**config.mk**
```make
export PLATFORM = sky130hd
export DESIGN_NAME = weighted_random_selector_top
export DESIGN_NICKNAME = d
export VERILOG_FILES = /design/src/rtl/wrs_pkg.sv /design/src/rtl/wrs_cell.sv /design/src/rtl/wrs_mult.sv /design/src/rtl/weighted_random_selector_top.sv
export SDC_FILE = /design/constraint.sdc
export NUM_CORES = 2
export LEC_CHECK = 0
export BUFFER_PORTS_ARGS = -buffer_cell sky130_fd_sc_hd__buf_4
export CORE_MARGIN = 4
export CORE_UTILIZATION = 40
export DETAILED_ROUTE_END_ITERATION = 12
export GPL_TIMING_DRIVEN = 0
export PLACE_DENSITY = 0.62
export SYNTH_ARGS = -nofsm -noshare
export SYNTH_HDL_FRONTEND = slang
export SYNTH_HIERARCHICAL = 1
export SYNTH_SLANG_ARGS = --single-unit
```
**constraint.sdc**
```tcl
create_clock -name clk -period 3.7 [get_ports clk]
set_clock_uncertainty 0.05 [all_clocks]
set_input_delay 0.37 -clock clk [delete_from_list [all_inputs] [get_ports clk]]
set_output_delay 0.37 -clock clk [all_outputs]
set_load 0.05 [all_outputs]
```
**src/rtl/wrs_pkg.sv**
```systemverilog
// Shared constants for the weighted random selector.
// No dependencies; imported by the top level, the checker and the testbench.
`timescale 1ns / 1ps

package wrs_pkg;

  // Default configuration
  localparam int ENTRIES_DEF     = 32;
  localparam int WEIGHT_BITS_DEF = 16;
  localparam int RANDOM_BITS_DEF = 16;

  // Fixed field widths of the ports
  localparam int INDEX_W  = 5;
  localparam int WEIGHT_W = 16;
  localparam int RANDOM_W = 16;

  // action codes
  localparam logic ACT_WRITE = 1'b0;
  localparam logic ACT_DRAW  = 1'b1;

  // result_kind codes
  localparam logic KIND_ACK = 1'b0;
  localparam logic KIND_SEL = 1'b1;

endpackage

```
**src/rtl/wrs_cell.sv**
```systemverilog
// One cell of the weight chain: holds a weight, forms the running sum
// and the first-hit search stage. No package dependency.
`timescale 1ns / 1ps

module wrs_cell #(
  parameter int WEIGHT_BITS = 16,
  parameter int SUM_BITS    = 21,
  parameter int RANDOM_BITS = 16,
  parameter int INDEX_BITS  = 5,
  parameter int CELL_INDEX  = 0
) (
  input  logic                            clk,
  input  logic                            rst,
  input  logic                            we,
  input  logic [WEIGHT_BITS-1:0]          wdata,
  input  logic [SUM_BITS-1:0]             cum_in,
  input  logic                            hit_in,
  input  logic [INDEX_BITS-1:0]           idx_in,
  input  logic [SUM_BITS+RANDOM_BITS-1:0] thr,
  output logic [SUM_BITS-1:0]             cum_out,
  output logic                            hit_out,
  output logic [INDEX_BITS-1:0]           idx_out
);

  localparam logic [INDEX_BITS-1:0] MY_IDX = INDEX_BITS'(CELL_INDEX);

  logic [WEIGHT_BITS-1:0] weight;
  logic                   self_hit;

  // cum_out holds the cumulative weight of entries 0..CELL_INDEX once settled
  assign self_hit = {cum_out, {RANDOM_BITS{1'b0}}} >= thr;

  always_ff @(posedge clk) begin
    if (rst) begin
      weight  <= '0;
      cum_out <= '0;
      hit_out <= 1'b0;
    end else begin
      if (we) begin
        weight <= wdata;
      end
      cum_out <= cum_in + {{(SUM_BITS-WEIGHT_BITS){1'b0}}, weight};
      hit_out <= hit_in | self_hit;
    end
  end

  // lowest hitting index wins
  always_ff @(posedge clk) begin
    idx_out <= hit_in ? idx_in : MY_IDX;
  end

endmodule

```
**src/rtl/wrs_mult.sv**
```systemverilog
// Bit-serial shift-add multiplier, one multiplier bit per cycle.
// No package dependency.
`timescale 1ns / 1ps

module wrs_mult #(
  parameter int MCAND_BITS  = 21,
  parameter int MPLIER_BITS = 16
) (
  input  logic                              clk,
  input  logic                              rst,
  input  logic                              start,
  input  logic [MCAND_BITS-1:0]             mcand,
  input  logic [MPLIER_BITS-1:0]            mplier,
  output logic                              done,
  output logic [MCAND_BITS+MPLIER_BITS-1:0] product
);

  localparam int CNT_W = $clog2(MPLIER_BITS + 1);

  logic [MCAND_BITS:0]    hi;
  logic [MPLIER_BITS-1:0] lo;
  logic [CNT_W-1:0]       cnt;
  logic                   busy;
  logic [MCAND_BITS:0]    sum;

  assign sum     = hi + (lo[0] ? {1'b0, mcand} : '0);
  assign product = {hi[MCAND_BITS-1:0], lo};

  always_ff @(posedge clk) begin
    if (rst) begin
      busy <= 1'b0;
      done <= 1'b0;
      cnt  <= '0;
    end else begin
      done <= 1'b0;
      if (start) begin
        busy <= 1'b1;
        cnt  <= CNT_W'(MPLIER_BITS);
      end else if (busy) begin
        cnt <= cnt - 1'b1;
        if (cnt == CNT_W'(1)) begin
          busy <= 1'b0;
          done <= 1'b1;
        end
      end
    end
  end

  always_ff @(posedge clk) begin
    if (start) begin
      hi <= '0;
      lo <= mplier;
    end else if (busy) begin
      hi <= {1'b0, sum[MCAND_BITS:1]};
      lo <= {sum[0], lo[MPLIER_BITS-1:1]};
    end
  end

endmodule

```
**src/rtl/weighted_random_selector_top.sv**
```systemverilog
// Weighted random selector, top level: control, chain of weight cells
// and the threshold multiplier. Depends on wrs_pkg, wrs_cell, wrs_mult.
`timescale 1ns / 1ps

//  channel | handshake              | payload
//  --------+------------------------+-----------------------------------------------
//  item    | item_valid/item_stall  | action, entry_index, weight_value, random_fraction
//  result  | result_valid/result_stall | result_kind, selected_index, zero_total
//
//  A write is accepted, then the result register is loaded from ST_DONE.
//  A draw first waits in ST_SUM until the running sum of any earlier write has
//  rippled down the cell chain, then the serial multiplier runs in ST_MUL, then
//  the search ripples in ST_SCAN; when every weight is zero it goes from ST_SUM
//  straight to ST_DONE.
//  Synchronous active-high rst clears all weights to zero.
//  One transaction is in flight at a time; a finished result waits in the
//  result register while the next transaction is taken. A stalled result
//  holds the following one in ST_DONE, and with it the input.

module weighted_random_selector_top
  import wrs_pkg::*;
#(
  parameter int ENTRIES     = ENTRIES_DEF,
  parameter int WEIGHT_BITS = WEIGHT_BITS_DEF,
  parameter int RANDOM_BITS = RANDOM_BITS_DEF
) (
  input  logic                clk,
  input  logic                rst,
  input  logic                item_valid,
  output logic                item_stall,
  input  logic                action,
  input  logic [INDEX_W-1:0]  entry_index,
  input  logic [WEIGHT_W-1:0] weight_value,
  input  logic [RANDOM_W-1:0] random_fraction,
  output logic                result_valid,
  input  logic                result_stall,
  output logic                result_kind,
  output logic [INDEX_W-1:0]  selected_index,
  output logic                zero_total
);

  localparam int IW  = $clog2(ENTRIES);           // cell index width
  localparam int SW  = WEIGHT_BITS + IW;          // running-sum width, no overflow
  localparam int TW  = SW + RANDOM_BITS;          // threshold / scaled sum width
  localparam int CW  = $clog2(ENTRIES + 1);       // ripple counters

  typedef enum logic [2:0] {
    ST_IDLE,
    ST_SUM,
    ST_MUL,
    ST_SCAN,
    ST_DONE
  } state_t;

  state_t state;

  logic                   item_accept;
  logic                   wr_strobe;
  logic                   out_free;
  logic [WEIGHT_BITS-1:0] wdata;
  logic [RANDOM_BITS-1:0] rnd_in;
  logic [RANDOM_BITS-1:0] rnd;
  logic [CW-1:0]          settle_cnt;
  logic [CW-1:0]          scan_cnt;
  logic [TW-1:0]          thr;
  logic [SW-1:0]          total;
  logic                   mul_start;
  logic                   mul_done;
  logic [TW-1:0]          mul_product;
  logic [IW-1:0]          sel_full;
  logic [INDEX_W-1:0]     sel_port;
  logic                   pend_kind;
  logic [INDEX_W-1:0]     pend_idx;
  logic                   pend_zero;

  // chain links; element k feeds cell k
  logic [SW-1:0]          cum_link [ENTRIES+1];
  logic                   hit_link [ENTRIES+1];
  logic [IW-1:0]          idx_link [ENTRIES+1];

  assign item_stall  = (state != ST_IDLE);
  assign item_accept = item_valid && !item_stall;
  assign wr_strobe   = item_accept && (action == ACT_WRITE);
  assign out_free    = !result_valid || !result_stall;

  // field width adaptation: weights and fractions are taken modulo 2^bits
  generate
    if (WEIGHT_BITS <= WEIGHT_W) begin : g_w_trunc
      assign wdata = weight_value[WEIGHT_BITS-1:0];
    end else begin : g_w_ext
      assign wdata = {{(WEIGHT_BITS-WEIGHT_W){1'b0}}, weight_value};
    end
    if (RANDOM_BITS <= RANDOM_W) begin : g_r_trunc
      assign rnd_in = random_fraction[RANDOM_BITS-1:0];
    end else begin : g_r_ext
      assign rnd_in = {{(RANDOM_BITS-RANDOM_W){1'b0}}, random_fraction};
    end
    if (IW >= INDEX_W) begin : g_i_trunc
      assign sel_port = sel_full[INDEX_W-1:0];
    end else begin : g_i_ext
      assign sel_port = {{(INDEX_W-IW){1'b0}}, sel_full};
    end
  endgenerate

  // head of the chain
  assign cum_link[0] = '0;
  assign hit_link[0] = 1'b0;
  assign idx_link[0] = '0;

  // Cell chain: cum ripples down one cell per cycle; so does the first-hit
  // search against the broadcast threshold. An out-of-range index matches no cell.
  for (genvar k = 0; k < ENTRIES; k++) begin : g_cell
    logic we;
    assign we = wr_strobe && ({{(32-INDEX_W){1'b0}}, entry_index} == 32'(k));

    wrs_cell #(
      .WEIGHT_BITS (WEIGHT_BITS),
      .SUM_BITS    (SW),
      .RANDOM_BITS (RANDOM_BITS),
      .INDEX_BITS  (IW),
      .CELL_INDEX  (k)
    ) u_cell (
      .clk     (clk),
      .rst     (rst),
      .we      (we),
      .wdata   (wdata),
      .cum_in  (cum_link[k]),
      .hit_in  (hit_link[k]),
      .idx_in  (idx_link[k]),
      .thr     (thr),
      .cum_out (cum_link[k+1]),
      .hit_out (hit_link[k+1]),
      .idx_out (idx_link[k+1])
    );
  end

  assign total = cum_link[ENTRIES];

  // no hit cannot happen with exact arithmetic; last entry as fallback
  assign sel_full = hit_link[ENTRIES] ? idx_link[ENTRIES] : IW'(ENTRIES - 1);

  // threshold = r * total, computed once the sum has settled
  assign mul_start = (state == ST_SUM) && (settle_cnt == '0) && (total != '0);

  wrs_mult #(
    .MCAND_BITS  (SW),
    .MPLIER_BITS (RANDOM_BITS)
  ) u_mult (
    .clk     (clk),
    .rst     (rst),
    .start   (mul_start),
    .mcand   (total),
    .mplier  (rnd),
    .done    (mul_done),
    .product (mul_product)
  );

  always_ff @(posedge clk) begin
    if (rst) begin
      state        <= ST_IDLE;
      result_valid <= 1'b0;
      settle_cnt   <= '0;
      scan_cnt     <= '0;
    end else begin
      // ST_DONE reloads the result register itself when it is taken
      if (result_valid && !result_stall && (state != ST_DONE)) begin
        result_valid <= 1'b0;
      end

      // after a write, draws wait until settle_cnt is back to zero and the chain total is valid again
      if (wr_strobe) begin
        settle_cnt <= CW'(ENTRIES);
      end else if (settle_cnt != '0) begin
        settle_cnt <= settle_cnt - 1'b1;
      end

      case (state)
        ST_IDLE: begin
          if (item_accept) begin
            if (action == ACT_WRITE) begin
              pend_kind <= KIND_ACK;
              pend_idx  <= '0;
              pend_zero <= 1'b0;
              state     <= ST_DONE;
            end else begin
              rnd   <= rnd_in;
              state <= ST_SUM;
            end
          end
        end
        ST_SUM: begin
          if (settle_cnt == '0) begin
            if (total == '0) begin
              pend_kind <= KIND_SEL;
              pend_idx  <= '0;
              pend_zero <= 1'b1;
              state     <= ST_DONE;
            end else begin
              state <= ST_MUL;
            end
          end
        end
        ST_MUL: begin
          if (mul_done) begin
            thr      <= mul_product;
            scan_cnt <= CW'(ENTRIES);
            state    <= ST_SCAN;
          end
        end
        ST_SCAN: begin
          if (scan_cnt == '0) begin
            pend_kind <= KIND_SEL;
            pend_idx  <= sel_port;
            pend_zero <= 1'b0;
            state     <= ST_DONE;
          end else begin
            scan_cnt <= scan_cnt - 1'b1;
          end
        end
        ST_DONE: begin
          if (out_free) begin
            result_valid   <= 1'b1;
            result_kind    <= pend_kind;
            selected_index <= pend_idx;
            zero_total     <= pend_zero;
            state          <= ST_IDLE;
          end
        end
        default: begin
          state <= ST_IDLE;
        end
      endcase
    end
  end

endmodule

```
; ---- Word level (Yosys, flattened, before mapping)
; Index checks and enable logic that the tools add are counted.
[word_totals]
inputBits = 42
wordCells = 396
regBits = 1472
[op_classes]
n_eq_ne = 45
reduce_logical = 63
n_bitwise = 34
order_cmp = 32
muxes = 40
n_addsub = 35
[ops]
columns = operator, count
row1 = $ge A37 B37 Y1, 32
row2 = $add A21 B16 Y21, 31
row3 = $eq A5 B5 Y1 const B, 16
row4 = $eq A5 B4 Y1 const B, 8
row5 = $mux W5, 8
row6 = $logic_and A1 B1 Y1, 38
row7 = $mux W16, 2
row8 = $or A1 B1 Y1, 31
row9 = $mux W6, 4
row10 = $add A21 B22 Y22, 1
row11 = $logic_not A21 Y1, 1
row12 = $mux W21, 1
row13 = $mux W3, 7
row14 = $reduce_bool A21 Y1, 1
row15 = $eq A5 B3 Y1 const B, 4
row16 = $pmux W3 S5, 1
row17 = $pmux W5 S3, 1
row18 = $mux W1, 13
row19 = $logic_not A6 Y1, 2
row20 = $pmux W6 S2, 1
row21 = $sub A6 B1 Y6 const B, 2
row22 = $eq A5 B1 Y1 const B, 2
row23 = $eq A5 B2 Y1 const B, 2
row24 = $ne A2 B2 Y1 const B, 5
row25 = 21 further kinds, 35

; ---- Depth between registers and ports, before layout
[logic_depth]
depth_word = 6
ltp_mapped = 11
ltp_nobuf = 10

; ---- Cells and area by module
; The synthesis kept the hierarchy.
[by_module_without_submodules]
columns = module, area_each_um2, cells_per_inst, instances
row1 = wrs_cell (g_cell[15].u_cell ...), 2895.3, 334, 10
row2 = wrs_cell (g_cell[11].u_cell ...), 2682.6, 298, 8
row3 = wrs_cell (g_cell[17].u_cell ...), 2612.5, 294, 7
row4 = wrs_cell (g_cell[0].u_cell ...), 2663.8, 304, 6
row5 = weighted_random_selector_top, 3311.9, 258, 1
row6 = wrs_mult, 2778.9, 291, 1
row7 = wrs_cell (g_cell[24].u_cell), 2635.0, 296, 1

; ---- Worst setup path before layout
; No wires, ideal clock.
[synth_timing]
path_kind = register -> register
start = register state[1]
end = register thr[0] (enable)
path_buffers = 1
slack_ns = 0.717
stages_incl_launch_ff = 5
setup_time_ns = 0.431
t_required_ns = 3.219
arrival_ns = 2.501
period_less_slack_ns = 2.983
path_cell_list = dfxtp_1 clkbuf_1 nor2b_1 nand3_1 nor2_1
[synth_via]
elab_chain_cells = 2
[synth_rtl]
columns = item, line
row1 = from (decl), weighted_random_selector_top.sv:55  ; state_t state;
row2 = from (signal assigned), weighted_random_selector_top.sv:160  ; state <= ST_IDLE;
row3 = from (signal assigned), weighted_random_selector_top.sv:184  ; state <= ST_DONE;
row4 = from (signal assigned), weighted_random_selector_top.sv:187  ; state <= ST_SUM;
row5 = $eq A3 B2 Y1, weighted_random_selector_top.sv:177  ; case (state)
row6 = $reduce_and A3 Y1 (no line), -
row7 = to (signal assigned), weighted_random_selector_top.sv:205  ; thr <= mul_product;
row8 = to (decl), weighted_random_selector_top.sv:65  ; logic [TW-1:0] thr;
; No other way between the ends.
; A chain may end at the register's enable or synchronous reset.

; ---- Worst setup path in the final report
[layout_timing]
start = register u_mult.lo[0]
end = register u_mult.hi[15]
[layout_via]
elab_chain_cells = 2
[layout_rtl]
columns = item, line
row1 = from (decl), wrs_mult.sv:21  ; logic [MPLIER_BITS-1:0] lo;
row2 = from (signal assigned), wrs_mult.sv:52  ; lo <= mplier;
row3 = from (signal assigned), wrs_mult.sv:55  ; lo <= {sum[0], lo[MPLIER_BITS-1:1]};
row4 = $mux W21, wrs_mult.sv:26  ; assign sum = hi + (lo[0] ? {1'b0, mcand} : '0);
row5 = $add A21 B22 Y22, wrs_mult.sv:26
row6 = to (signal assigned), wrs_mult.sv:54  ; hi <= {1'b0, sum[MCAND_BITS:1]};
row7 = to (decl), wrs_mult.sv:20  ; logic [MCAND_BITS:0] hi;
; No other way between the ends.

==> metrics <==
outcome=completed; input/output buffers=50; period utilization=92.0%; router iterations before antenna repair=9; final antenna-violating net count=0; pre-CTS WS=-789 ps; Worst Path Class, Setup=reg -> reg; Avg Inst Size Synth=8.94 µm²; cell taking the most area after synthesis=dfxtp_1; initial antenna violation count=11; CORE AREA=233000 µm²; Worst EP required=4350 ps; clk buf depth=3; pwr dens=337 nW/µm²; RD Place Congestion=0.886; DR vias/cell=5.73; synthesized netlist cell count=10500; Worst setup endpoint=u_mult/hi[15]$_SDFFE_PP0P_; pins over their slew limit=0; setup violators final=0; Top FF cell, synth=dfxtp_1; worst-path maximum fanout=10; CTS tree=built; GRT Resource Usage Total=23.6%; share of cells above drive strength 1=7.03%; Reg clk slew, reported paths=60 ps; CP Launch Point=u_mult/lo[0]$_DFFE_PP_; final hold viol count=0; clock sinks=1503; relative slew slack=24.3%; multi-input gate area in the final layout=58300 µm²; Fill cells=22000; via count=80500; top cells by area, synth=dfxtp_1 30%, ha_1 16%, mux2i_1 5.9%; DRC Markers=0; worst hold slack=17.3 ps; Area Overhead vs Synth=14.2%; CP Launch Type=flop; worst hold path type=in -> reg; largest net degree at the start of global routing=103; Worst Setup Slack, final=297 ps; GRT Residual Overflow=0; Seq/Total Area, Yosys=33.1%; Util after Layout=45.9%; proportion of netlist area held by the largest area contributor=30.4%; cell area after synthesis=93400 µm²; Max Freq=294 MHz; Post-Route WL=296 mm; clk_lat worst skew=840 ps; clock root cell=clkbuf_16; num ports=51; initial core utilization=40.2%; Nets=12100; H-tree Lvls=4; Post-synth EDFFs=83; Post-DP HPWL=218 mm; CP arrival=4050 ps; VDD IR-drop max=501 µV; LEAKAGE=49.3 nW; yosys warns=6; CTS buffer count=167; Reg2Reg Depth=11; vias in the first global route=79000; RSZ-0062 raised after global routing=no; max-cap violation count=0; initial DRC count=6511; FF+latch area=30900 µm²; # rows=177; post-synthesis register bit count=1503; Die Wd=491 µm; WL/cell=21.1 µm; Die Height=491 µm; Crit. End Element=flop; R2R setup slack=300 ps; ys async rst share=0%; Setup TNS=0 ps; Tmin final=3400 ps; r2r startpoint=u_mult/lo[0]$_DFFE_PP_; Die ar.=241000 µm²; R2R Path End=u_mult/hi[15]$_SDFFE_PP0P_; number of library cell types mapped by synthesis=97; first-pass GRT wire length=452 mm; Least-Margin Pin Slew=1140 ps
-- stage by stage --
stage | instances | power [mW] | cell area (µm²)
after global routing | 14000 | 37.2 | 107000
after global placement | 13600 | 18.9 | 97700
final | 14000 | 36.0 | 107000
after CTS | 14000 | 36.3 | 107000
after detailed placement | 13700 | 19.0 | 101000
after floorplan | 10500 | 18.2 | 93600
-- worst max-delay path: stages, from the launching register on --
cell and delay [ps]:
edfxtp_1 500, clkbuf_1 260, and2_1 200, ha_1 210, fa_1 420, a21oi_1 210
o21ai_1 130, a31oi_1 510, a21oi_1 210, o31ai_1 310, mux2i_1 220, nand2_1 60
-- worst min-delay path by stage --
stage,from,end,slack (ps),cells past startpoint
3_5_place_dp,g_cell[30].u_cell/idx_out[0]$_SDFF_PN0_,g_cell[31].u_cell/idx_out[0]$_SDFF_PN1_,340,1
3_3_place_gp,g_cell[1].u_cell/idx_out[1]$_SDFF_PN0_,g_cell[2].u_cell/idx_out[1]$_SDFF_PN1_,340,1
4_1_cts,rst,u_mult/cnt[4]$_SDFFE_PP0P_,10,2
5_1_grt,rst,u_mult/cnt[4]$_SDFFE_PP0P_,40,2
6_report,rst,u_mult/cnt[4]$_SDFFE_PP0P_,20,2
2_1_floorplan,g_cell[9].u_cell/idx_out[1]$_SDFF_PN0_,g_cell[10].u_cell/idx_out[1]$_SDFF_PN1_,340,1
-- Yosys cell counts, types with 124 or more instances --
| master | n |
|---|---|
| a21o_1 | 372 |
| a21oi_1 | 595 |
| a31oi_1 | 147 |
| and2_1 | 168 |
| and3_1 | 124 |
| clkbuf_1 | 173 |
| dfxtp_1 | 1420 |
| ha_1 | 1211 |
| inv_1 | 826 |
| mux2i_1 | 552 |
| nand2_1 | 361 |
| nand2b_1 | 136 |
| nand3_1 | 162 |
| nand4_1 | 242 |
| nor2_1 | 1320 |
| nor2b_1 | 219 |
| nor3_1 | 178 |
| o21ai_0 | 287 |
| xnor2_1 | 185 |
| xor2_1 | 171 |
-- cell usage in the layout (no fill, tap or decap), drive strengths merged, types with 171 or more instances in the layout --
cell type | Yosys | final
clkbuf | 173 | 405
nand2 | 362 | 362
nand4 | 242 | 242
nor2 | 1320 | 1320
nor3 | 179 | 179
a21oi | 620 | 620
ha | 1211 | 1211
inv | 826 | 834
o21ai | 365 | 365
mux2i | 552 | 552
xor2 | 171 | 171
and2 | 179 | 179
a21o | 381 | 381
dfxtp | 1420 | 1420
nor2b | 219 | 219
buf | 98 | 270
xnor2 | 185 | 185
-- layout make-up --
| cell class | count | share of cell area [%] |
|---|---|---|
| Clock buffer | 233 | 4.45 |
| Clock inverter | 74 | 0.897 |
| Inverter | 826 | 2.91 |
| Multi-Input combinational cell | 7892 | 54.6 |
| Tap cell | 3043 | 3.57 |
| Sequential cell | 1503 | 29.0 |
| Timing Repair Buffer | 190 | 3.35 |
| Buffer | 270 | 1.19 |
| Antenna cell | 6 | 0.0141 |
-- flip-flops by register name, summed over array words and instances, names as in the netlist --
signal and count:
pend_idx 5, g_cell.u_cell/cum_out 672, state 3, pend_zero 1
g_cell.u_cell/idx_out 160, zero_total 1, scan_cnt 6, u_mult/lo 16
settle_cnt 6, thr 37, g_cell.u_cell/hit_out 32, result_valid 1
u_mult/cnt 5, u_mult/done 1, result_kind 1, g_cell.u_cell/weight 512
pend_kind 1, selected_index 5, u_mult/hi 21, u_mult/busy 1
rnd 16
-- cell families after synthesis --
logic type | Yosys count | synth area share (%)
AND/OR/NAND/NOR | 3280 | 17.5
AO/OA/AOI/OAI | 2295 | 17.0
flip-flops | 1503 | 33.1
adder cells (fa/ha/maj) | 1244 | 16.9
buffers and inverters | 1097 | 4.68
multiplexers | 675 | 7.45
XOR/XNOR | 356 | 3.34
other | 1 | 0.00401
-- what timing repair did --
item                                   CTS  global route
setup endpoints to repair              217           104
pin swaps                                3             1
buffers inserted                         6             2
endpoints found under the hold margin   21             0
gates resized for setup                  4             1
hold buffers                            18             0
-- power breakdown --
group          switching, mW  total, mW  internal [mW]
logic                   1.27       1.91          0.639
clock network           7.21       17.3           10.1
registers              0.222       16.8           16.6
total                   8.70       36.0           27.3
-- metal layers --
metal | GRT usage [%] | vias to the layer above | routed length, µm | share of wire (%)
met3 | 3.46 | 858 | 19200 | 6.5
met4 | 11.9 | 0 | 16800 | 5.7
li1 | - | 38400 | - | -
met5 | 0 | - | 0 | 0
met2 | 39.7 | 2878 | 136000 | 46
met1 | 29.4 | 38300 | 124000 | 42
Power figures use the tool's default switching activity.
